File: config.mk
export PLATFORM = sky130hd
export DESIGN_NAME = lae_decode
export DESIGN_NICKNAME = d
export VERILOG_FILES = /design/src/rtl/core/lae_pkg.sv /design/src/rtl/core/lae_decode.sv
export SDC_FILE = /design/constraint.sdc
export NUM_CORES = 1
export LEC_CHECK = 0
export BUFFER_PORTS_ARGS = -buffer_cell sky130_fd_sc_hd__buf_2
export CAP_MARGIN = 40
export CELL_PAD_IN_SITES_DETAIL_PLACEMENT = 2
export CELL_PAD_IN_SITES_GLOBAL_PLACEMENT = 2
export CORE_MARGIN = 5
export CORE_UTILIZATION = 40
export DETAILED_ROUTE_END_ITERATION = 10
export GPL_TIMING_DRIVEN = 0
export PLACE_DENSITY_LB_ADDON = 0.1
export SLEW_MARGIN = 0
export SYNTH_ARGS = -nofsm -noshare
export SYNTH_HDL_FRONTEND = slang
export SYNTH_SLANG_ARGS = --single-unit
File: constraint.sdc
create_clock -name clk -period 7.87 [get_ports clk]
set_clock_uncertainty 0.2 [all_clocks]
set_input_delay 1.1805 -clock clk [delete_from_list [all_inputs] [get_ports clk]]
set_output_delay 1.1805 -clock clk [all_outputs]
set_load 0.02 [all_outputs]
File: src/rtl/core/lae_pkg.sv
// Package for the ANSI line editor: decoded commands, decoder and sequencer states,
// event codes and byte constants. No dependencies.
`timescale 1ns / 1ps

package lae_pkg;

  // Event codes carried on event_kind
  localparam logic [2:0] EV_NONE    = 3'd0;
  localparam logic [2:0] EV_REDRAW  = 3'd1;
  localparam logic [2:0] EV_CHAR    = 3'd2;
  localparam logic [2:0] EV_EMPTY   = 3'd3;
  localparam logic [2:0] EV_ABANDON = 3'd4;
  localparam logic [2:0] EV_CLEAR   = 3'd5;

  // Byte constants
  localparam logic [7:0] KEY_ESC   = 8'h1b;
  localparam logic [7:0] KEY_DEL   = 8'h7f;
  localparam logic [7:0] KEY_BS    = 8'h08;
  localparam logic [7:0] KEY_CR    = 8'h0d;
  localparam logic [7:0] KEY_LF    = 8'h0a;
  localparam logic [7:0] KEY_CTL_A = 8'h01;
  localparam logic [7:0] KEY_CTL_C = 8'h03;
  localparam logic [7:0] KEY_CTL_E = 8'h05;
  localparam logic [7:0] KEY_CTL_L = 8'h0c;
  localparam logic [7:0] KEY_SPACE = 8'h20;
  localparam logic [7:0] KEY_LAT1  = 8'ha0;
  localparam logic [15:0] CSI_MAX  = 16'hffff;

  // Escape decoder state
  typedef enum logic [1:0] {
    ESC_TEXT = 2'd0,
    ESC_SEEN = 2'd1,
    ESC_CSI  = 2'd2
  } esc_t;

  // Decoded command for one byte
  typedef enum logic [3:0] {
    CMD_NONE,
    CMD_INSERT,
    CMD_BKSP,
    CMD_DELETE,
    CMD_LEFT,
    CMD_RIGHT,
    CMD_HOME,
    CMD_END,
    CMD_BACK,
    CMD_FWD,
    CMD_ENTER,
    CMD_CANCEL,
    CMD_CLRSCR
  } cmd_t;

  // Sequencer states
  typedef enum logic [4:0] {
    ST_IDLE,
    ST_DISPATCH,
    ST_INS_RD,
    ST_INS_WR,
    ST_INS_PUT,
    ST_REM_CHK,
    ST_REM_RD,
    ST_REM_WR,
    ST_CMP_RD,
    ST_CMP_CHK,
    ST_CPY_RD,
    ST_CPY_WR,
    ST_STASH_RD,
    ST_STASH_WR,
    ST_LOAD_SEL,
    ST_LOAD_RD,
    ST_LOAD_WR,
    ST_EM_RD,
    ST_EM_OUT,
    ST_FIN
  } state_t;

endpackage

File: src/rtl/core/lae_decode.sv
// ESC / CSI decoder: keeps the escape state and the saturating CSI parameter,
// and classifies each byte into a command. Depends on lae_pkg.
`timescale 1ns / 1ps

module lae_decode (
  input  logic              clk,
  input  logic              rst,
  input  logic              accept,
  input  logic [7:0]        key_byte,
  output lae_pkg::cmd_t     cmd
);
  import lae_pkg::*;

  esc_t        esc;
  esc_t        esc_next;
  logic [15:0] param;
  logic [15:0] param_next;
  logic        is_digit;
  logic [19:0] param_mul;

  assign is_digit  = (key_byte >= 8'h30) && (key_byte <= 8'h39);
  // param * 10 + digit, saturated
  assign param_mul = {1'b0, param, 3'b000} + {3'b000, param, 1'b0}
                   + {16'd0, key_byte[3:0]};

  // Classify the byte and work out the next decoder state
  always_comb begin
    cmd        = CMD_NONE;
    esc_next   = esc;
    param_next = param;
    unique case (esc)
      ESC_SEEN: begin
        esc_next   = (key_byte == 8'h5b) ? ESC_CSI : ESC_TEXT;
        param_next = '0;
      end
      ESC_CSI: begin
        if (is_digit) begin
          param_next = (param_mul > {4'd0, CSI_MAX}) ? CSI_MAX : param_mul[15:0];
        end else begin
          esc_next = ESC_TEXT;
          unique case (key_byte)
            8'h41: cmd = CMD_BACK;
            8'h42: cmd = CMD_FWD;
            8'h43: cmd = CMD_RIGHT;
            8'h44: cmd = CMD_LEFT;
            8'h48: cmd = CMD_HOME;
            8'h46: cmd = CMD_END;
            8'h7e: begin
              if (param == 16'd3) cmd = CMD_DELETE;
              else if (param == 16'd1 || param == 16'd7) cmd = CMD_HOME;
              else if (param == 16'd4 || param == 16'd8) cmd = CMD_END;
            end
            default: cmd = CMD_NONE;
          endcase
        end
      end
      default: begin
        priority if (key_byte == KEY_ESC) esc_next = ESC_SEEN;
        else if (key_byte == KEY_CR || key_byte == KEY_LF) cmd = CMD_ENTER;
        else if (key_byte == KEY_CTL_C) cmd = CMD_CANCEL;
        else if (key_byte == KEY_CTL_A) cmd = CMD_HOME;
        else if (key_byte == KEY_CTL_E) cmd = CMD_END;
        else if (key_byte == KEY_CTL_L) cmd = CMD_CLRSCR;
        else if (key_byte == KEY_BS || key_byte == KEY_DEL) cmd = CMD_BKSP;
        else if ((key_byte >= KEY_SPACE && key_byte < KEY_DEL) || key_byte >= KEY_LAT1)
          cmd = CMD_INSERT;
        else cmd = CMD_NONE;
      end
    endcase
  end

  // Decoder state registers
  always_ff @(posedge clk) begin
    if (rst) begin
      esc   <= ESC_TEXT;
      param <= '0;
    end else if (accept) begin
      esc   <= esc_next;
      param <= param_next;
    end
  end

endmodule
==> impl_metrics.py <==
metrics = {
    "setup_path": {
        "cp-end-kind": "primary output",
        "cp_max_fo": 5,
        "crit_type": "primary input to primary output",
        "critPathLaunchType": "primary input",
        "cp.required_ps": 6490,
        "cp.arrival_ps": 3390,
    },
    "power": {
        "p_per_area_nw_per_um2": 75.3,
        "p_leak_nw": 1.06,
        "power_mw": 0.195,
        "ir_drop_uv": 48.8,
    },
    "global_routing": {
        "grt.overflow.total": 0,
        "grt_pass1_vias": 2645,
        "grt_max_degree": 11,
        "antenna_found_initial": 0,
        "grtUsageTotal_pct": 21.5,
        "grt_first_pass_wirelength_mm": 13.1,
    },
    "yosys": {
        "ys.warnings.count": 0,
        "synth_top_area_cell": "ha_1",
        "syn-mean-instance-area_um2": 7.74,
        "async_reset_ff_share_pct": 0,
        "netlist.area_leader.share_pct": 17.4,
        "ys_ff_latch": 18,
        "ys_seq_area_share_pct": 15.2,
        "yosys-top-cells-count": "nand2_1 (41), a21oi_1 (37), ha_1 (33)",
        "syn_nets": 353,
        "synthCells": 307,
        "synthTopCellsByArea": "ha_1 (17%), dfxtp_1 (15%), a21oi_1 (7.8%), nand2_1 (6.5%), a221oi_2 (5.7%)",
        "synth_cell_type_count": 52,
        "synthMostInstantiatedCell": "nand2_1",
        "synth_ff_type": "dfxtp_1",
        "syn_area_um2": 2380,
        "synth_edf_count": 0,
    },
    "worst_hold_path": {
        "min-delay-path-class": "register to register",
    },
    "floorplanning": {
        "die_area_um2": 7580,
        "initial_utilization_pct": 40.6,
        "dieWidth_um": 87.1,
        "fp.coreArea_um2": 5850,
        "chipHeight_um": 87.1,
        "rows": 28,
        "pin_count": 15,
    },
    "drt": {
        "first_pass_iters": 4,
        "drt-initial-drc-count": 99,
        "routedWlPerCell_um": 19.8,
        "drc": 0,
        "routed_wl_mm": 7.91,
        "ant_nets": 0,
        "vias": 2462,
        "avgViaCountPerCell": 6.17,
    },
    "final_layout": {
        "multi_input_area_um2": 1910,
        "final_cells": 399,
        "final_core_util_pct": 44.3,
        "fin_nets": 371,
        "drive_gt1_share_pct": 10.2,
        "diodes": 0,
        "syn2layout_area_growth_pct": 9.00,
        "fillers": 699,
        "final-seq-area_um2": 360,
    },
    "sta": {
        "fmax_ghz": 0.209,
        "min_period_ps": 4770,
        "whs_ps": 347,
        "finalCritPeriodShare_pct": 60.7,
        "rsz0062_at_grt": "no",
        "setup_violations": 0,
        "tns_ps": 0,
        "maxSlewViolCount": 0,
        "tightest_slew_ps": 870,
        "final_hold_viol_count": 0,
        "slew-limit-headroom_pct": 40.5,
    },
    "flow_run": {
        "maxCapViolations": 0,
    },
    "clock_tree": {
        "ctsHoldBuffers": 0,
        "cts_setup_buffers": 0,
        "cts.repair.resized": 0,
        "cts_sinks": 18,
        "cts_buffers": 3,
        "clock_path_buffers": 2,
        "cts_tree": "built",
        "root_buffer": "clkbuf_8",
        "htreeDepth": 1,
        "clkTransAtPathRegs_ps": 70,
        "insertion_delay_ps": 260,
    },
    "placed_design": {
        "port_buffers": 13,
        "dp_cells": 395,
        "gp_congestion": 0.771,
        "hpwl_mm": 6.35,
    },
    "status": {
        "status": "completed",
    },
}
## area by class of cell
| cell class | count | area share, % |
|---|---|---|
| flip-flops and latches | 18 | 13.9 |
| multi-input cells | 266 | 73.6 |
| inverters | 9 | 1.30 |
| clock buffers | 4 | 2.13 |
| plain buffers | 14 | 2.95 |
| repair buffers | 13 | 2.51 |
| well taps | 75 | 3.62 |
## path summary, 6_finish.rpt
path	start	endpoint	slack, ps	cells past startpoint
min	esc[1]	esc[1]	350	2
max	key_byte[6]	cmd[1]	3100	9
max reg2reg	param[0]	param[12]	4180	11
min reg2reg	esc[1]	esc[1]	350	2
## through the flow
stage	worst slack (ps)	area, um2
final	3100	2590
after floorplan	3750	2380
after CTS	3140	2590
after global placement	3240	2530
after global routing	2930	2590
after detailed placement	3160	2530
## critical path: stages
cell	delay, ps
buf_2	110
nor2b_1	280
nand2_1	200
nor3_1	230
o21ai_0	150
a2111oi_0	820
nand2_1	130
o21ai_0	110
buf_2	180
## placed cells by master, fill, tap and decap left out, types with 2 or more instances in the layout
master and instances:
nor2_1 24, nand3b_1 5, a221oi_2 9, nand4_1 3
a211oi_1 4, ha_1 33, o22ai_1 2, mux2i_1 2
a2111oi_0 2, a21o_1 3, a22o_1 2, nor4_1 4
buf_1 2, and4_1 3, o31ai_1 4, fa_1 2
dfxtp_1 18, o21a_1 3, a21oi_1 37, buf_2 13
xor2_1 7, clkbuf_8 4, nor2b_1 5, and3_1 3
nand2_1 41, a221oi_1 7, o21ai_0 18, inv_1 9
clkbuf_1 10, nand3_1 6, nor3_1 6, xnor2_1 11
## kinds of logic after synthesis
family,Yosys count,share of synthesized area [%]
flops,18,15.2
simple gates,107,21.7
compound gates,104,31.9
mux,2,0.843
buf+inv,23,4.63
xor+xnor,18,6.64
fa+ha+maj,35,19.1
## power breakdown
part | internal [mW] | switching [mW] | leakage (nW)
logic | 0.00841 | 0.0172 | 0.884
registers | 0.0910 | 0.0000209 | 0.145
clock network | 0.0445 | 0.0339 | 0.0288
## flip-flops by register name (all words and copies together), names as in the netlist
name	cells
esc	2
param	16
## per-layer routing
layer | global-route usage [%] | wire, um
met3 | 1.23 | 125
met5 | 0 | 0
met2 | 39.5 | 3880
met1 | 26.6 | 3720
met4 | 6.37 | 183
No activity file was read; power rests on OpenSTA's default activity.
